File: src/sv/irpcr_pkg.sv
// Package for the infrared pulse capture and replay block.
// Holds the sizes, the function and mode codes, the request structs and the sequencer states.
// It depends on nothing else.
package irpcr_pkg;

  localparam int MAX_PAIRS = 24;
  localparam int NUM_SLOTS = 5;

  // Width of a pair count (0 to MAX_PAIRS) and of a capture buffer address.
  localparam int IDX_W = $clog2(MAX_PAIRS + 1);
  localparam int CAP_AW = (MAX_PAIRS > 1) ? $clog2(MAX_PAIRS) : 1;
  // Address width of the slot store, which holds NUM_SLOTS rows of MAX_PAIRS pairs.
  localparam int SLOT_AW = $clog2(NUM_SLOTS * MAX_PAIRS);
  localparam int SLOT_IW = (NUM_SLOTS > 1) ? $clog2(NUM_SLOTS) : 1;

  localparam logic [7:0] COUNT_LIMIT_RESET = 8'd250;

  localparam logic [1:0] FUNC_SAMPLE = 2'd0;
  localparam logic [1:0] FUNC_BUTTON = 2'd1;
  localparam logic [1:0] FUNC_SLOT   = 2'd2;

  localparam logic KIND_STATUS = 1'b0;
  localparam logic KIND_PAIR   = 1'b1;

  typedef enum logic [1:0] {
    MODE_NORMAL = 2'd0,
    MODE_LEARN  = 2'd1,
    MODE_STORE  = 2'd2
  } mode_e;

  typedef enum logic [2:0] {
    ST_IDLE,
    ST_COPY_RD,
    ST_COPY_WR,
    ST_PLAY_RD,
    ST_PLAY_OUT
  } seq_state_e;

  typedef struct packed {
    logic [1:0] func;
    logic       ir_level;
    logic [2:0] slot;
  } in_item_t;

  typedef struct packed {
    logic       kind;
    logic [1:0] mode;
    logic [7:0] on_count;
    logic [7:0] off_count;
    logic [4:0] captured_pairs;
    logic       last;
  } out_item_t;

endpackage

File: src/sv/ir_pulse_capture_replay.sv
// Top level of the infrared pulse capture and replay block.
// Holds the capture state machine, the capture buffer, the slot store and the copy/replay sequencer.
// Depends on irpcr_pkg.

// A learning infrared remote core. A request carries a function code: a sample
// tick with one receiver level per modulation period, a button event that
// toggles learn mode or cancels store mode, or a slot select. In learn mode a
// high sample starts a capture of on and off counts, each saturating at
// count_limit (0 acts as 1); an off count that reaches the limit ends the
// capture and the mode becomes store, while a capture that grows past
// MAX_PAIRS pairs is thrown away. In store mode a slot select copies the
// captured pairs into that slot; in normal mode it replays the slot as one
// result per stored pair, the final one flagged by last. Every other request
// gives one status result. Timing: a sample tick, a button event or an ignored
// request puts its status result in the output register on the next cycle. A
// store gives its status result at once and then copies the pairs one at a
// time through the capture buffer read (ST_COPY_RD) and the slot store write
// (ST_COPY_WR); the block takes no request until the copy is done. A replay
// passes each pair through the registered slot store read (ST_PLAY_RD) and
// the output register load (ST_PLAY_OUT), which a consumer stall holds. A
// request is taken only while the sequencer is idle and the output register
// is empty or being drained in the same cycle. count_limit is to be written
// through cfg_we_i only while the block is idle; the block does not enforce
// it. The stores hold no reset contents: only entries a capture wrote are read.
module ir_pulse_capture_replay (
  input  logic                 clk_i,
  input  logic                 rst_ni,
  input  logic                 cfg_we_i,
  input  logic [7:0]           cfg_wdata_i,
  input  logic                 in_valid_i,
  output logic                 in_ready_o,
  input  irpcr_pkg::in_item_t  in_data_i,
  output logic                 out_valid_o,
  input  logic                 out_ready_i,
  output irpcr_pkg::out_item_t out_data_o
);

  localparam int IDX_W = irpcr_pkg::IDX_W;
  localparam int CAP_AW = irpcr_pkg::CAP_AW;
  localparam int SLOT_AW = irpcr_pkg::SLOT_AW;
  localparam int SLOT_IW = irpcr_pkg::SLOT_IW;

  // Control and capture state.
  irpcr_pkg::seq_state_e state_q, state_d;
  irpcr_pkg::mode_e      mode_q, mode_d;
  logic [7:0]            limit_q;
  logic                  capturing_q, capturing_d;
  logic                  off_phase_q, off_phase_d;
  logic [7:0]            on_cnt_q, on_cnt_d;
  logic [7:0]            off_cnt_q, off_cnt_d;
  logic [IDX_W-1:0]      pair_idx_q, pair_idx_d;
  logic [IDX_W-1:0]      cap_len_q, cap_len_d;
  logic [IDX_W-1:0]      slot_len_q [irpcr_pkg::NUM_SLOTS];

  // Sequencer state for copy and replay.
  logic [IDX_W-1:0]      idx_q, idx_d;
  logic [IDX_W-1:0]      run_len_q, run_len_d;
  logic [SLOT_AW-1:0]    base_q, base_d;

  // Output register.
  logic                  out_valid_q, out_valid_d;
  irpcr_pkg::out_item_t  out_q, out_d;

  // Memories and their ports.
  logic [15:0]           cap_mem [irpcr_pkg::MAX_PAIRS];
  logic [15:0]           slot_mem [irpcr_pkg::NUM_SLOTS * irpcr_pkg::MAX_PAIRS];
  logic [15:0]           cap_rd_q;
  logic [15:0]           slot_rd_q;
  logic                  cap_we;
  logic [15:0]           cap_wdata;
  logic                  cap_re;
  logic                  slot_we;
  logic                  slot_re;
  logic [SLOT_AW-1:0]    slot_addr;

  logic                  slot_len_we;
  logic [SLOT_IW-1:0]    slot_sel;
  logic [IDX_W-1:0]      sel_len;
  logic                  slot_ok;
  logic                  accept;
  logic                  out_free;
  logic                  start_copy;
  logic                  start_play;
  logic                  play_last;
  logic [7:0]            lim;
  logic [7:0]            off_inc;

  assign out_free = !out_valid_q || out_ready_i;
  assign accept   = in_valid_i && in_ready_o;
  assign slot_sel = in_data_i.slot[SLOT_IW-1:0];
  assign slot_ok  = (32'(in_data_i.slot) < irpcr_pkg::NUM_SLOTS);
  assign sel_len  = slot_ok ? slot_len_q[slot_sel] : '0;
  assign lim      = (limit_q == 8'd0) ? 8'd1 : limit_q;
  assign off_inc  = (off_cnt_q < lim) ? off_cnt_q + 8'd1 : off_cnt_q;
  assign play_last = ((idx_q + IDX_W'(1)) == run_len_q);
  assign slot_addr = base_q + SLOT_AW'(idx_q);

  // Request decode, capture logic and result formation.
  always_comb begin
    mode_d      = mode_q;
    capturing_d = capturing_q;
    off_phase_d = off_phase_q;
    on_cnt_d    = on_cnt_q;
    off_cnt_d   = off_cnt_q;
    pair_idx_d  = pair_idx_q;
    cap_len_d   = cap_len_q;
    idx_d       = idx_q;
    run_len_d   = run_len_q;
    base_d      = base_q;
    cap_we      = 1'b0;
    cap_wdata   = {on_cnt_q, off_cnt_q};
    slot_len_we = 1'b0;
    start_copy  = 1'b0;
    start_play  = 1'b0;
    out_valid_d = out_valid_q && !out_ready_i;
    out_d       = out_q;

    if (accept) begin
      case (in_data_i.func)
        irpcr_pkg::FUNC_SAMPLE: begin
          if (mode_q == irpcr_pkg::MODE_LEARN) begin
            if (!capturing_q) begin
              if (in_data_i.ir_level) begin
                capturing_d = 1'b1;
                off_phase_d = 1'b0;
                on_cnt_d    = 8'd1;
                off_cnt_d   = 8'd0;
                pair_idx_d  = '0;
                cap_len_d   = '0;
              end
            end else if (!off_phase_q) begin
              if (in_data_i.ir_level) begin
                if (on_cnt_q < lim) on_cnt_d = on_cnt_q + 8'd1;
              end else begin
                off_phase_d = 1'b1;
                off_cnt_d   = 8'd1;
                if (lim == 8'd1) begin
                  cap_we      = 1'b1;
                  cap_wdata   = {on_cnt_q, 8'd1};
                  cap_len_d   = pair_idx_q + IDX_W'(1);
                  capturing_d = 1'b0;
                  mode_d      = irpcr_pkg::MODE_STORE;
                end
              end
            end else if (!in_data_i.ir_level) begin
              off_cnt_d = off_inc;
              if (off_inc >= lim) begin
                cap_we      = 1'b1;
                cap_wdata   = {on_cnt_q, off_inc};
                cap_len_d   = pair_idx_q + IDX_W'(1);
                capturing_d = 1'b0;
                mode_d      = irpcr_pkg::MODE_STORE;
              end
            end else begin
              // A high sample in the off phase completes the pair.
              cap_we = 1'b1;
              if (32'(pair_idx_q) + 1 >= irpcr_pkg::MAX_PAIRS) begin
                capturing_d = 1'b0;
                off_phase_d = 1'b0;
                on_cnt_d    = 8'd0;
                off_cnt_d   = 8'd0;
                pair_idx_d  = '0;
                cap_len_d   = '0;
              end else begin
                pair_idx_d  = pair_idx_q + IDX_W'(1);
                off_phase_d = 1'b0;
                on_cnt_d    = 8'd1;
                off_cnt_d   = 8'd0;
              end
            end
          end
        end
        irpcr_pkg::FUNC_BUTTON: begin
          if (mode_q == irpcr_pkg::MODE_NORMAL) begin
            mode_d = irpcr_pkg::MODE_LEARN;
          end else begin
            capturing_d = 1'b0;
            off_phase_d = 1'b0;
            mode_d      = irpcr_pkg::MODE_NORMAL;
          end
        end
        irpcr_pkg::FUNC_SLOT: begin
          if (slot_ok) begin
            base_d = SLOT_AW'(in_data_i.slot) * SLOT_AW'(irpcr_pkg::MAX_PAIRS);
            idx_d  = '0;
            if (mode_q == irpcr_pkg::MODE_STORE) begin
              slot_len_we = 1'b1;
              run_len_d   = cap_len_q;
              start_copy  = (cap_len_q != '0);
              mode_d      = irpcr_pkg::MODE_NORMAL;
            end else if (mode_q == irpcr_pkg::MODE_NORMAL) begin
              run_len_d  = sel_len;
              start_play = (sel_len != '0);
            end
          end
        end
        default: begin
        end
      endcase

      // Every request except a replay of a filled slot gives one status result.
      if (!start_play) begin
        out_valid_d          = 1'b1;
        out_d.kind           = irpcr_pkg::KIND_STATUS;
        out_d.mode           = mode_d;
        out_d.on_count       = 8'd0;
        out_d.off_count      = 8'd0;
        out_d.captured_pairs = 5'(cap_len_d);
        out_d.last           = 1'b1;
      end
    end

    case (state_q)
      irpcr_pkg::ST_COPY_WR: begin
        idx_d = idx_q + IDX_W'(1);
      end
      irpcr_pkg::ST_PLAY_OUT: begin
        if (out_free) begin
          out_valid_d          = 1'b1;
          out_d.kind           = irpcr_pkg::KIND_PAIR;
          out_d.mode           = mode_q;
          out_d.on_count       = slot_rd_q[15:8];
          out_d.off_count      = slot_rd_q[7:0];
          out_d.captured_pairs = 5'(cap_len_q);
          out_d.last           = play_last;
          idx_d                = idx_q + IDX_W'(1);
        end
      end
      default: begin
      end
    endcase
  end

  // Sequencer next state.
  always_comb begin
    state_d = state_q;
    case (state_q)
      irpcr_pkg::ST_IDLE: begin
        if (start_copy) begin
          state_d = irpcr_pkg::ST_COPY_RD;
        end else if (start_play) begin
          state_d = irpcr_pkg::ST_PLAY_RD;
        end
      end
      irpcr_pkg::ST_COPY_RD: state_d = irpcr_pkg::ST_COPY_WR;
      irpcr_pkg::ST_COPY_WR: begin
        state_d = play_last ? irpcr_pkg::ST_IDLE : irpcr_pkg::ST_COPY_RD;
      end
      irpcr_pkg::ST_PLAY_RD: state_d = irpcr_pkg::ST_PLAY_OUT;
      irpcr_pkg::ST_PLAY_OUT: begin
        if (out_free) begin
          state_d = play_last ? irpcr_pkg::ST_IDLE : irpcr_pkg::ST_PLAY_RD;
        end
      end
      default: state_d = irpcr_pkg::ST_IDLE;
    endcase
  end

  // Sequencer outputs.
  always_comb begin
    in_ready_o = (state_q == irpcr_pkg::ST_IDLE) && out_free;
    cap_re     = (state_q == irpcr_pkg::ST_COPY_RD);
    slot_we    = (state_q == irpcr_pkg::ST_COPY_WR);
    slot_re    = (state_q == irpcr_pkg::ST_PLAY_RD);
  end

  assign out_valid_o = out_valid_q;
  assign out_data_o  = out_q;

  always_ff @(posedge clk_i or negedge rst_ni) begin
    if (!rst_ni) begin
      state_q     <= irpcr_pkg::ST_IDLE;
      mode_q      <= irpcr_pkg::MODE_NORMAL;
      limit_q     <= irpcr_pkg::COUNT_LIMIT_RESET;
      capturing_q <= 1'b0;
      off_phase_q <= 1'b0;
      on_cnt_q    <= 8'd0;
      off_cnt_q   <= 8'd0;
      pair_idx_q  <= '0;
      cap_len_q   <= '0;
      idx_q       <= '0;
      run_len_q   <= '0;
      base_q      <= '0;
      out_valid_q <= 1'b0;
      for (int i = 0; i < irpcr_pkg::NUM_SLOTS; i++) begin
        slot_len_q[i] <= '0;
      end
    end else begin
      state_q     <= state_d;
      mode_q      <= mode_d;
      capturing_q <= capturing_d;
      off_phase_q <= off_phase_d;
      on_cnt_q    <= on_cnt_d;
      off_cnt_q   <= off_cnt_d;
      pair_idx_q  <= pair_idx_d;
      cap_len_q   <= cap_len_d;
      idx_q       <= idx_d;
      run_len_q   <= run_len_d;
      base_q      <= base_d;
      out_valid_q <= out_valid_d;
      if (cfg_we_i) begin
        limit_q <= cfg_wdata_i;
      end
      if (slot_len_we) begin
        slot_len_q[slot_sel] <= cap_len_q;
      end
    end
  end

  // The result payload needs no reset; out_valid_q qualifies it.
  always_ff @(posedge clk_i) begin
    out_q <= out_d;
  end

  // Capture buffer: written at the current pair, read in order during a copy.
  always_ff @(posedge clk_i) begin
    if (cap_we) begin
      cap_mem[pair_idx_q[CAP_AW-1:0]] <= cap_wdata;
    end
    if (cap_re) begin
      cap_rd_q <= cap_mem[idx_q[CAP_AW-1:0]];
    end
  end

  // Slot store: one row of MAX_PAIRS pairs for each slot.
  always_ff @(posedge clk_i) begin
    if (slot_we) begin
      slot_mem[slot_addr] <= cap_rd_q;
    end
    if (slot_re) begin
      slot_rd_q <= slot_mem[slot_addr];
    end
  end

endmodule
File: config.mk
export PLATFORM = sky130hd
export DESIGN_NAME = ir_pulse_capture_replay
export DESIGN_NICKNAME = d
export VERILOG_FILES = /design/src/sv/irpcr_pkg.sv /design/src/sv/ir_pulse_capture_replay.sv
export SDC_FILE = /design/constraint.sdc
export NUM_CORES = 2
export LEC_CHECK = 0
export BUFFER_PORTS_ARGS = -buffer_cell sky130_fd_sc_hd__buf_2
export CORE_ASPECT_RATIO = 1.2
export CORE_MARGIN = 2
export CORE_UTILIZATION = 30
export CTS_BUF_LIST = sky130_fd_sc_hd__clkbuf_16
export CTS_CLUSTER_DIAMETER = 120
export CTS_CLUSTER_SIZE = 20
export DETAILED_ROUTE_END_ITERATION = 12
export PLACE_DENSITY = 0.45
export SLEW_MARGIN = 20
export SYNTH_ARGS = -nofsm -noshare
export SYNTH_HDL_FRONTEND = slang
export SYNTH_SLANG_ARGS = --single-unit
File: constraint.sdc
create_clock -name clk_i -period 5.99 [get_ports clk_i]
set_input_delay 1.198 -clock clk_i [delete_from_list [all_inputs] [get_ports clk_i]]
set_output_delay 1.198 -clock clk_i [all_outputs]
set_load 0.05 [all_outputs]
==> impl_summary.md <==
Final layout
In the final layout, the share of cells above drive strength 1 is 0.166. After the last flow step, the layout net total stands at between 5000 and 6000. The area of all sequential standard cells is between 70000 and 80000 sq um.

The count of fill cells added during filler insertion is 29500. The area growth from synthesis to layout is 12.3%. For this run, the number of standard cells in the final layout without fillers is 9862. The design area is between 100000 and 150000 sq um. The post-route core utilization is 0.339.

Summing all multi-input logic gate instances after layout gives 19700 sq um.

Power and ir drop
Of the total power, registers draw 0.459. The power per standard cell area is 439 nW/um^2. The net switching power is about 17 mW. The share of total power dissipated in the clock network is 0.221.

The share of total power dissipated in combinational logic is 0.320. The leakage dissipation is 32.3 nW. The worst-case IR drop observed on VDD is 0.000277 V. The internal power of the cells totals between 20 and 30 mW.

Of the total power, the share spent switching nets is 0.373. The design draws around 46 mW.

Critical path
Walking the worst path, the cells encountered are nor4_2 -> a221oi_1 -> o41ai_1 -> and2_1 -> nand2_1 -> nor2_1 -> xnor2_1 -> ha_1 -> o21a_1 -> a21oi_1 -> a211oi_1 -> buf_4 -> nor2_1 -> a211oi_1 -> nand2_1 -> nor2_1 -> buf_12. Among the stages of the critical path, the cell type that occurs most often is sky130_fd_sc_hd__nor2_1. The cell with the largest stage delay on the worst path is sky130_fd_sc_hd__nor4_2. For flop-to-flop paths, the worst setup slack is 0.59 ns. The critical path start-end classification is register to register. The required arrival time at the worst endpoint is 6.57 ns. Grouping stages by cell kind, the critical path spends the most delay in simple AND/OR/NAND/NOR gates. The maximum fanout along the worst path is 13.

The arrival time at the worst endpoint is between 5 and 6 ns. The endpoint of the most critical register-to-register path is cap_mem[18][12]. The worst register-to-register path begins at limit_q[2].

The nature of the critical path endpoint is a register. The depth of the worst register-to-register path is 17. The critical path startpoint category is a register. The critical path contains buffers and inverters numbering 2 combined. The delay of the slowest critical-path stage is 0.57 ns.

Synthesis
The fraction of the yosys area taken by sequential cells is 0.776. The net count after synthesis is about 5600. Counting distinct cell types in the post-synthesis netlist gives 94. The synthesis-stage register bit count is 2442. After synthesis, the largest family of logic cells by area is compound AO/OA/AOI/OAI gates. Of the total synthesized cell area, the portion taken by AND, OR, NAND and NOR gates is 0.0412.

The synthesized instance count is 5538. The fraction of registers with async set or reset after synthesis is 0.0332. The netlist area before placement is between 90000 and 100000 sq um. The post-synthesis adder-cell area fraction is 0.00535. The post-synthesis compound-gate area fraction was 0.113. The number of enable flip-flop cells after synthesis is roughly 2300. The average size of a mapped cell is about 17 sq um. The largest total area in the synthesized netlist belongs to sky130_fd_sc_hd__edfxtp_1. By area the synthesized netlist is led by sky130_fd_sc_hd__edfxtp_1 75%, sky130_fd_sc_hd__a22oi_1 2.8%, sky130_fd_sc_hd__a221oi_1 2.2%. The area share of xor/xnor cells in the synthesized design is 0.00234. The dominant synthesized flop cell is sky130_fd_sc_hd__edfxtp_1. The share of synthesized area in the top cell type comes to 0.749. The count of warnings emitted by yosys is 0. The portion of synthesized area spent on multiplexers is 0.0425. After synthesis, the most frequently instantiated cells are 2336 x sky130_fd_sc_hd__edfxtp_1, 344 x sky130_fd_sc_hd__a22oi_1, 318 x sky130_fd_sc_hd__nand2_1. The most numerous cell in the Yosys netlist is sky130_fd_sc_hd__edfxtp_1.

Placement
The routability congestion estimate from global placement is 0.895. The number of I/O port buffers is 45. In this run, placement finished with an instance count of about 9700.

The post-placement worst setup slack is slightly below 0.5 ns. The final HPWL from detailed placement is 208 mm. Summing all placed instances gives a cell area of 101000 sq um.

Timing
The final hold violation count is 0. Of the available clock period, the critical path in the final layout requires 0.902. The transition at the pin with the smallest max-transition slack is 1.21 ns. Setup repair after global routing left no endpoint under its margin. In the final timing run, aggregate negative setup slack is 0 ns. For the finished layout, the period the worst path requires is 5.40 ns. Measured against its own limit, the worst slew margin works out to 0.183. The final max-slew violation count is 0. The smallest setup slack after layout is 0.587 ns. The total setup violations reported at the end of the flow is 0.

For the final database, setup skew stands at a little over 0.07 ns. The fmax is 0.185 GHz. Final hold analysis gives a worst-case slack of between 0.2 and 0.25 ns.

Hold path
The path class of the lowest-slack min-delay path is primary input to asynchronous set/reset pin.

Drt
The via count is 55000. The total DRC errors in the routed layout is 0. The count of nets left with antenna violations once routing finished came out at 0.

Using the TritonRoute via totals, the vias-per-cell ratio works out to ~5.6. The number of detailed-routing iterations run before antenna repair is 9. The routed length per instance is 34.2 um. The detailed router finished its first iteration with 6745 violations. The aggregate routed wire length is 337 mm.

CTS
The clock tree from TritonCTS is done. The H-tree was split into 4 levels. In this run the clock root is driven by a sky130_fd_sc_hd__clkbuf_16. In this run, CTS created clock tree buffers numbering ~150. The hold-fix buffer count after cts is 0.

Post-CTS timing repair inserted 0 buffers for setup. For the worst-skew pair, the clock arrives at the later sink with an insertion delay of 0.88 ns. The buffer levels on the longest clock path is 4.

CTS saw 2442 sinks. After clock tree synthesis, the clock-pin slew on the worst setup and hold paths is 0.09 ns.

Status
The run finished with clean final reports.

Floorplan
The placeable core region is 310000 sq um. The floorplan step set the die height to 616 um. The die covers 317000 sq um.

In this run the count of I/O pins placed on the die edge is 46. For this configuration, the core starts out at a cell density of 0.302. The number of placement rows is between 200 and 250. The floorplan step set the die width to 514 um.

Global routing
The via count of the first global-routing pass is roughly 54000. The first-pass GRT wire length is between 400 and 500 mm. Entering global routing, the biggest net connects 121 pins. The number of antenna violations at the first check in global routing was 21. The total track usage is 0.208.

The total overflow left after global routing is 0.

Flow run
Max-cap violations in this run came to 0.
[area by class of cell]
type	count	area share
Clock inverter	28	0.00164
Multi-Input combinational cell	2694	0.187
Inverter	35	0.00131
Antenna cell	17	0.000405
Sequential cell	2442	0.691
Timing Repair Buffer	427	0.0337
Tap cell	4068	0.0484
Clock buffer	151	0.0359
[what timing repair did]
action                                  4_1_cts  5_1_grt
resized for setup                             0        1
hold endpoints to repair                      0        0
endpoints found under the setup margin        0        1
[registers in the layout, summed over array words and instances (netlist names), 8 cells and up]
register	flops
on_cnt_q	8
limit_q	8
slot_mem	1920
slot_len_q	25
cap_mem	384
cap_rd_q	16
slot_rd_q	16
off_cnt_q	8
out_data_o	25
[layer usage]
metal	part of all wire	vias to the layer above	GRT usage	wire [um]
met3	0.057	437	0.0243	19300
met2	0.50	2142	0.356	168000
met5	0	-	0	0
met1	0.40	29600	0.267	135000
li1	-	22900	-	-
met4	0.044	0	0.0828	14700
[power by group through the flow]
stage / logic (mW) / registers (mW) / clock network, mW
4_1_cts: 14.8 / 21.2 / 10.5
3_3_place_gp: 14.6 / 21.6 / 0
2_1_floorplan: 6.08 / 22.3 / 0
6_report: 14.8 / 21.2 / 10.2
3_5_place_dp: 14.7 / 21.6 / 0
5_1_grt: 15.2 / 21.2 / 11.0
[layout by cell type, fill, tap and decap left out, types with 55 or more instances in the layout]
master / instances
sky130_fd_sc_hd__buf_4: 347
sky130_fd_sc_hd__o21ai_0: 191
sky130_fd_sc_hd__nor2_1: 179
sky130_fd_sc_hd__a21oi_1: 166
sky130_fd_sc_hd__mux2i_1: 122
sky130_fd_sc_hd__a31oi_1: 102
sky130_fd_sc_hd__mux2_2: 154
sky130_fd_sc_hd__dfrtp_1: 69
sky130_fd_sc_hd__nand2_1: 318
sky130_fd_sc_hd__a22o_1: 108
sky130_fd_sc_hd__nand3_1: 55
sky130_fd_sc_hd__a22oi_1: 344
sky130_fd_sc_hd__clkbuf_16: 151
sky130_fd_sc_hd__a222oi_1: 55
sky130_fd_sc_hd__a221oi_1: 230
sky130_fd_sc_hd__nor2_2: 101
sky130_fd_sc_hd__edfxtp_1: 2336
[worst max-delay path by stage]
stage                     from  cells after the start               to  slack (ns)
floorplan           limit_q[5]                     16    cap_mem[0][2]        0.93
global placement    limit_q[2]                     17   cap_mem[22][6]        0.59
detailed placement  limit_q[2]                     17  cap_mem[22][13]        0.48
CTS                 limit_q[2]                     17  cap_mem[22][13]        0.40
global route        limit_q[2]                     17  cap_mem[18][12]        0.11
finish              limit_q[2]                     17  cap_mem[18][12]        0.59
[logic make-up after synthesis]
family,after synthesis
muxes,322
xor gates and xnor gates,25
and+or+nand+nor,862
DFF,2442
AOI/OAI and AO/OA,1446
adders and majority gates,39
buffers and inverters,402
[worst register-to-register path, cell delays in order (launching register included)]
cell                       delay [ns]
sky130_fd_sc_hd__dfrtp_1         0.41
sky130_fd_sc_hd__nor4_2          0.57
sky130_fd_sc_hd__a221oi_1        0.18
sky130_fd_sc_hd__o41ai_1         0.51
sky130_fd_sc_hd__and2_1          0.34
sky130_fd_sc_hd__nand2_1         0.24
sky130_fd_sc_hd__nor2_1          0.18
sky130_fd_sc_hd__xnor2_1         0.09
sky130_fd_sc_hd__ha_1            0.28
sky130_fd_sc_hd__o21a_1          0.11
sky130_fd_sc_hd__a21oi_1         0.07
sky130_fd_sc_hd__a211oi_1        0.27
sky130_fd_sc_hd__buf_4           0.21
sky130_fd_sc_hd__nor2_1          0.09
sky130_fd_sc_hd__a211oi_1        0.48
sky130_fd_sc_hd__nand2_1         0.41
sky130_fd_sc_hd__nor2_1          0.48
sky130_fd_sc_hd__buf_12          0.21
Note: power is estimated with default switching activity, not from simulation.
